==> src/design/easing_curve_evaluator_defines.svh <==
// ----------------------------------------------------------------------------
// Easing curve evaluator assertion macros
// Shared concurrent assertion forms, sampled on clk and disabled in reset.
// ----------------------------------------------------------------------------
`ifndef EASING_CURVE_EVALUATOR_DEFINES_SVH
`define EASING_CURVE_EVALUATOR_DEFINES_SVH

// same-cycle implication
`define ECE_ASSERT_NOW(lbl, ante, cons, msg) \
  lbl: assert property (@(posedge clk) disable iff (rst) (ante) |-> (cons)) \
    else $error(msg);

// next-cycle implication
`define ECE_ASSERT_NEXT(lbl, ante, cons, msg) \
  lbl: assert property (@(posedge clk) disable iff (rst) (ante) |=> (cons)) \
    else $error(msg);

`endif

==> src/design/ece_pkg.sv <==
// ----------------------------------------------------------------------------
// Easing curve evaluator package
// Fixed-point constants, curve codes, pipeline depths and shared types.
// ----------------------------------------------------------------------------
package ece_pkg;

  localparam int FRAC_BITS = 16;

  localparam logic [3:0] CURVE_LINEAR     = 4'd0;
  localparam logic [3:0] CURVE_SMOOTH     = 4'd1;
  localparam logic [3:0] CURVE_SMOOTH_SQ  = 4'd2;
  localparam logic [3:0] CURVE_SMOOTHER   = 4'd3;
  localparam logic [3:0] CURVE_RUSH_INTO  = 4'd4;
  localparam logic [3:0] CURVE_RUSH_FROM  = 4'd5;
  localparam logic [3:0] CURVE_BACK       = 4'd6;
  localparam logic [3:0] CURVE_ELASTIC    = 4'd7;
  localparam logic [3:0] CURVE_THERE_BACK = 4'd8;

  localparam logic REG_CURVE_SELECT = 1'b0;

  localparam logic [16:0] ONE      = 17'h10000;
  localparam logic [16:0] BACK_C1  = 17'd111515;
  localparam logic [17:0] BACK_C3  = 18'd177051;
  localparam logic [15:0] EXP_A    = 16'd43024;
  localparam logic [13:0] EXP_B    = 14'd10256;
  localparam logic [17:0] SIN_R    = 18'd196608;
  localparam logic [16:0] SIN_H    = 17'd98304;
  localparam logic [18:0] RECIP3   = 19'd349526;

  localparam int ECE_LAT_POLY    = 7;
  localparam int ECE_LAT_ELASTIC = 26;
  localparam int ECE_DIV_STAGES  = 17;
  localparam int ECE_LAT         = ECE_LAT_ELASTIC + 1;
  localparam int ECE_DLY         = ECE_LAT_ELASTIC - ECE_LAT_POLY;

  typedef struct packed {
    logic [16:0] ex;
    logic        neg;
  } div_side_t;

  typedef struct packed {
    logic signed [18:0] res;
    logic               use_el;
  } poly_out_t;

  function automatic logic signed [47:0] fx_rnd(input logic signed [47:0] p);
    fx_rnd = (p + (48'sd1 <<< (FRAC_BITS - 1))) >>> FRAC_BITS;
  endfunction

endpackage

==> src/design/ece_div.sv <==
// ----------------------------------------------------------------------------
// Easing curve evaluator divider
// Restoring divider, one quotient bit per register stage, with sideband.
// ----------------------------------------------------------------------------
module ece_div (
  input  logic                clk,
  input  logic                adv,
  input  logic [18:0]         rem0,
  input  logic [18:0]         den,
  input  ece_pkg::div_side_t  side,
  output logic [16:0]         quo,
  output ece_pkg::div_side_t  side_out
);
  import ece_pkg::*;

  logic [18:0] rem_q  [ECE_DIV_STAGES];
  logic [18:0] den_q  [ECE_DIV_STAGES];
  logic [16:0] quo_q  [ECE_DIV_STAGES];
  div_side_t   side_q [ECE_DIV_STAGES];

  for (genvar j = 0; j < ECE_DIV_STAGES; j++) begin : g_stage
    logic [18:0] rem_in;
    logic [18:0] den_in;
    logic [16:0] quo_in;
    div_side_t   side_in;
    logic [19:0] trial;
    logic        ge;

    if (j == 0) begin : g_first
      assign rem_in  = rem0;
      assign den_in  = den;
      assign quo_in  = '0;
      assign side_in = side;
    end else begin : g_rest
      assign rem_in  = rem_q[j-1];
      assign den_in  = den_q[j-1];
      assign quo_in  = quo_q[j-1];
      assign side_in = side_q[j-1];
    end

    assign trial = {rem_in, 1'b0};
    assign ge    = trial >= {1'b0, den_in};

    always_ff @(posedge clk) begin
      if (adv) begin
        rem_q[j]  <= ge ? 19'(trial - {1'b0, den_in}) : trial[18:0];
        den_q[j]  <= den_in;
        quo_q[j]  <= {quo_in[15:0], ge};
        side_q[j] <= side_in;
      end
    end
  end

  assign quo      = quo_q[ECE_DIV_STAGES-1];
  assign side_out = side_q[ECE_DIV_STAGES-1];

endmodule

==> src/design/ece_elastic.sv <==
// ----------------------------------------------------------------------------
// Easing curve evaluator elastic path
// Fixed-point exp2 and Bhaskara sine with a pipelined divide, 26 stages.
// ----------------------------------------------------------------------------
module ece_elastic (
  input  logic               clk,
  input  logic               adv,
  input  logic [16:0]        tc,
  output logic signed [19:0] el
);
  import ece_pkg::*;

  // stage 1
  logic [19:0]        e;
  logic [3:0]         e1_n;
  logic [15:0]        e1_f;
  logic signed [20:0] e1_a;

  assign e = {tc, 3'b0} + {2'b0, tc, 1'b0};

  always_ff @(posedge clk) begin
    if (adv) begin
      e1_n <= e[19:16];
      e1_f <= e[15:0];
      e1_a <= $signed({1'b0, e}) - 21'sd49152;
    end
  end

  // stage 2: fold phase into one period
  logic signed [20:0] r1, r2, r3, m_full;
  logic [31:0]        e2_paf, e2_pff;
  logic [3:0]         e2_n;
  logic [17:0]        e2_m;

  assign r1 = $signed({3'b0, SIN_R});
  assign r2 = r1 <<< 1;
  assign r3 = r1 + r2;

  always_comb begin
    if (e1_a < 0) begin
      m_full = e1_a + r1;
    end else if (e1_a >= r3) begin
      m_full = e1_a - r3;
    end else if (e1_a >= r2) begin
      m_full = e1_a - r2;
    end else if (e1_a >= r1) begin
      m_full = e1_a - r1;
    end else begin
      m_full = e1_a;
    end
  end

  always_ff @(posedge clk) begin
    if (adv) begin
      e2_paf <= EXP_A * e1_f;
      e2_pff <= e1_f * e1_f;
      e2_n   <= e1_n;
      e2_m   <= m_full[17:0];
    end
  end

  // stage 3
  logic signed [47:0] paf_r, pff_r;
  logic               neg_next;
  logic [16:0]        h;
  logic [16:0]        e3_pa, e3_ff;
  logic [3:0]         e3_n;
  logic               e3_neg;
  logic [36:0]        e3_prh;

  assign paf_r    = fx_rnd($signed({16'b0, e2_paf}));
  assign pff_r    = fx_rnd($signed({16'b0, e2_pff}));
  assign neg_next = e2_m >= {1'b0, SIN_H};
  assign h        = neg_next ? 17'(e2_m - {1'b0, SIN_H}) : e2_m[16:0];

  always_ff @(posedge clk) begin
    if (adv) begin
      e3_pa  <= paf_r[16:0];
      e3_ff  <= pff_r[16:0];
      e3_n   <= e2_n;
      e3_neg <= neg_next;
      e3_prh <= {h, 1'b0} * RECIP3;
    end
  end

  // stage 4
  logic [30:0] e4_pbf;
  logic [16:0] e4_pa;
  logic [3:0]  e4_n;
  logic        e4_neg;
  logic [15:0] e4_hn;

  always_ff @(posedge clk) begin
    if (adv) begin
      e4_pbf <= EXP_B * e3_ff;
      e4_pa  <= e3_pa;
      e4_n   <= e3_n;
      e4_neg <= e3_neg;
      e4_hn  <= e3_prh[35:20];
    end
  end

  // stage 5
  logic signed [47:0] pbf_r;
  logic signed [18:0] p_s;
  logic [16:0]        e5_p;
  logic [32:0]        e5_pg;
  logic [3:0]         e5_n;
  logic               e5_neg;

  assign pbf_r = fx_rnd($signed({17'b0, e4_pbf}));
  assign p_s   = 19'sd65536 - $signed({2'b0, e4_pa}) + pbf_r[18:0];

  always_ff @(posedge clk) begin
    if (adv) begin
      e5_p   <= p_s[16:0];
      e5_pg  <= e4_hn * 17'(ONE - {1'b0, e4_hn});
      e5_n   <= e4_n;
      e5_neg <= e4_neg;
    end
  end

  // stage 6
  logic signed [47:0] pg_r;
  logic [16:0]        e6_ex;
  logic [14:0]        e6_g;
  logic               e6_neg;

  assign pg_r = fx_rnd($signed({15'b0, e5_pg}));

  always_ff @(posedge clk) begin
    if (adv) begin
      e6_ex  <= e5_p >> e5_n;
      e6_g   <= pg_r[14:0];
      e6_neg <= e5_neg;
    end
  end

  // stages 7 to 23: 16 g ONE / (5 ONE - 4 g)
  div_side_t   side_in, side_out;
  logic [16:0] quo;

  assign side_in.ex  = e6_ex;
  assign side_in.neg = e6_neg;

  ece_div u_div (
    .clk      (clk),
    .adv      (adv),
    .rem0     ({1'b0, e6_g, 3'b0}),
    .den      (19'd327680 - {2'b0, e6_g, 2'b0}),
    .side     (side_in),
    .quo      (quo),
    .side_out (side_out)
  );

  // stages 24 to 26
  logic signed [17:0] e24_s;
  logic [16:0]        e24_ex;
  logic signed [35:0] e25_pr;
  logic signed [47:0] pr_r;

  assign pr_r = fx_rnd({{12{e25_pr[35]}}, e25_pr});

  always_ff @(posedge clk) begin
    if (adv) begin
      e24_s  <= side_out.neg ? -$signed({1'b0, quo}) : $signed({1'b0, quo});
      e24_ex <= side_out.ex;
      e25_pr <= $signed({1'b0, e24_ex}) * e24_s;
      el     <= $signed({3'b0, ONE}) + pr_r[19:0];
    end
  end

endmodule

==> config.mk <==
export PLATFORM = sky130hd
export DESIGN_NAME = ece_elastic
export DESIGN_NICKNAME = d
export VERILOG_FILES = /design/src/design/easing_curve_evaluator_defines.svh /design/src/design/ece_pkg.sv /design/src/design/ece_div.sv /design/src/design/ece_elastic.sv
export SDC_FILE = /design/constraint.sdc
export NUM_CORES = 2
export LEC_CHECK = 0
export BUFFER_PORTS_ARGS = -buffer_cell sky130_fd_sc_hd__clkbuf_2
export CAP_MARGIN = 20
export CORE_MARGIN = 3
export CORE_UTILIZATION = 48
export DETAILED_ROUTE_END_ITERATION = 6
export PLACE_DENSITY = 0.6
export SLEW_MARGIN = 0
export SYNTH_ARGS = -nofsm -noshare
export SYNTH_HDL_FRONTEND = slang
export SYNTH_SLANG_ARGS = --single-unit
==> constraint.sdc <==
create_clock -name clk -period 9.4 [get_ports clk]
set_clock_uncertainty 0.2 [all_clocks]
set_input_delay 0.47 -clock clk [delete_from_list [all_inputs] [get_ports clk]]
set_output_delay 0.47 -clock clk [all_outputs]
set_load 0.1 [all_outputs]
==> out/summary.txt <==
DR iter-0 viols - 2469
CTS max path bufs - 3
initial antenna violation count - 2
Mean Syn Cell Area - 11.9 um^2
TritonCTS clock tree - done
Routed Antenna Nets - 0
pre-CTS setup slack - 0.792 ns
max-cap violations - 0
leading area contributor after synthesis - edfxtp_1
GRT Util Overall - 18.1%
die area - 197000 um^2
CP most frequent cell - fa_1
Stages on worst setup path - 28
worst-skew pair later-pin latency - 0.79 ns
Die X - 444 um
H-tree Lvls - 4
total wire length - 175 mm
Slew Viols, Final - 0
final setup margin - 0.672 ns
area grow syn2layout - 8.95%
sequential fraction of the synthesis area - 43.8%
crit-path leading delay family - adder cells
GR Util met1 - 21.9%
DR DRC count - 0
Worst Setup SP - e4_hn[1]$_DFFE_PP_
share of the synthesized area in the top cell type - 43.8%
routed len/inst - 16.7 um
normalized max-slew margin - 28.3%
synthesized area - 91900 um^2
Post-Route Setup TNS - 0 ns
Nets - 9507
HP Start - tc[6]
Critical Path Slowest Stage Cell - edfxtp_1
CP Class - reg -> reg
Final setup viols - 0
RSZ-0062 raised after global routing - false
Ports - 39
met2 GRT Util - 32.9%
Reg2Reg Launch Point - e4_hn[1]$_DFFE_PP_
GRT busiest layer - met2
hpwl dp - 132 mm
final hold violation count - 0
vias in the first global route - 57600
Buf/Inv on CP - 5
Syn. warnings - 0
Worst-path clk slew - 0.07 ns
Clock Sinks - 1340
drt first pass iters - 5
RePlAce Congestion - 0.873
GR Overflow Total - 0
number of flops mapped to enable cells by yosys - 1340
Synth area leaders - edfxtp_1, fa_1, ha_1
crit path launch type - flop
vias post-DR - 54500
port bufs - 38
CTS Buf Count - 149
CTS root buf - clkbuf_16
outcome - finished clean
setup bufs post-CTS - 0
largest net degree at the start of global routing - 176
Worst path max stage delay - 0.61 ns
Mapped Cells - 7740
Async SR Flop Fraction - 0%
hold crit path type - in -> reg
Crit path required time - 9.70 ns
r2r setup slk - 0.67 ns
core area - 189000 um^2
R2R cell count - 28
Die H - 444 um
Primary FF master, synth - edfxtp_1
fmax - 115 MHz
first-pass GRT wire length - 290 mm
Tmin final - 8.73 ns
vias per cell - 5.21
Initial Utilization - 48.6%
fin crit share - 92.8%
register bit total from synthesis - 1340
GR Layer Usage met3 - 2.47%
CP arrival - 9.03 ns
Hold Path Stages - 4
placement row count - 159
CP Capture Type - flop
final core occ - 53.0%
proportion of layout cells with a drive suffix above 1 - 5.57%
Max FO, Critical Path - 12
Slew @ Worst Pin - 1.08 ns
post-synth cell types - 73
## layout make-up
class | instances | area (um^2)
clock inverters | 85 | 945
diodes | 1 | 2.50
clock buffers | 182 | 3890
flip-flops and latches | 1340 | 40200
fillers | 16200 | 88900
repair buffers | 97 | 788
well taps | 2495 | 3120
inverters | 1293 | 4850
multi-input cells | 4963 | 46300
## per-layer routing
layer | up-vias | part of all wire (%)
met3 | 329 | 3.4
li1 | 26500 | -
met1 | 26700 | 42
met5 | - | 0
met4 | 0 | 3.0
met2 | 908 | 52
## tightest hold or removal path: stages
cell      delay, ns
clkbuf_2       0.10
ha_1           0.18
nor2_1         0.05
a21oi_1        0.14
## repair_timing
action	in CTS	in global routing
hold endpoints to repair	27	0
hold buffers	23	0
endpoints found under the setup margin	0	0
gates resized for setup	0	0
## metrics by stage
step                      hold WS, ns  cell area [um^2]  instances
after floorplan                 0.200             91900       7750
after global routing            0.120            100000      10500
after global placement          0.200             95000      10200
final                           0.113            100000      10500
after detailed placement        0.205             95000      10200
after CTS                      0.0137            100000      10500
## sequential cells by signal (all words and copies together), names as in the netlist, 7 cells and up
name / count
e1_a: 7
e1_f: 15
e24_ex: 17
e24_s: 18
e25_pr: 21
e2_m: 10
e2_paf: 23
e2_pff: 18
e3_ff: 17
e3_pa: 17
e3_prh: 16
e4_hn: 16
e4_pa: 17
e4_pbf: 16
e5_p: 17
e5_pg: 16
e6_ex: 17
e6_g: 15
el: 20
u_div.den_q: 272
u_div.quo_q: 153
u_div.rem_q: 272
u_div.side_q: 306
## path summary, 6_finish.rpt
| kind | end |
|---|---|
| setup / recovery | e5_pg[30]$_DFFE_PP_ |
| hold / removal | e1_f[7]$_DFFE_PP_ |
| setup reg to reg | e5_pg[30]$_DFFE_PP_ |
| hold reg to reg | u_div.quo_q[3][5]$_DFFE_PP_ |
## synth_stat cells (all sizes together), types with 12 or more instances
| cell | instances |
|---|---|
| edfxtp | 1340 |
| inv | 1289 |
| ha | 948 |
| fa | 696 |
| nand2 | 490 |
| nor2 | 326 |
| xnor2 | 307 |
| a21oi | 287 |
| o21ai | 248 |
| nand2b | 175 |
| nor2b | 171 |
| and2 | 159 |
| clkbuf | 149 |
| xor2 | 144 |
| a21o | 138 |
| mux2 | 113 |
| nand3 | 95 |
| nor3 | 91 |
| nand4 | 51 |
| o21a | 49 |
| and3 | 46 |
| a211oi | 43 |
| a31oi | 30 |
| o21bai | 29 |
| or3 | 28 |
| o31ai | 27 |
| nor4 | 26 |
| mux2i | 22 |
| a21boi | 17 |
| a31o | 17 |
| o211ai | 17 |
| or2 | 17 |
| a221oi | 12 |
| and4 | 12 |
| o22ai | 12 |
## cells by family (layout without fill, tap and decap cells)
family,after synthesis,after routing,synth area share [%]
buffers and inverters,1447,1657,5.93
muxes,139,139,1.75
xor gates and xnor gates,451,451,4.30
adders and majority gates,1645,1645,28.1
and+or+nand+nor,1713,1713,9.27
AOI/OAI and AO/OA,1003,1003,6.86
DFF,1340,1340,43.8
other,2,13,0.00817
## cells in the final DEF (no fill, tap or decap), drive strengths merged, types with 23 or more instances in the layout
| cell type | instances |
|---|---|
| o21ai | 248 |
| a211oi | 43 |
| and3 | 46 |
| o31ai | 27 |
| and2 | 159 |
| nand2b | 175 |
| a21oi | 287 |
| clkbuf | 219 |
| mux2 | 113 |
| buf | 37 |
| ha | 948 |
| nand3 | 95 |
| inv | 1299 |
| edfxtp | 1340 |
| nor4 | 26 |
| nand4 | 51 |
| o21a | 49 |
| dlygate4sd3 | 23 |
| fa | 696 |
| clkinv | 59 |
| a31oi | 30 |
| xor2 | 144 |
| nor2 | 326 |
| nand2 | 490 |
| xnor2 | 307 |
| nor3 | 91 |
| nor2b | 171 |
| a21o | 138 |
| o21bai | 29 |
| or3 | 28 |
Power is not shown: default switching activity piles up to over one toggle a cycle in this logic, so the estimate is an artifact.
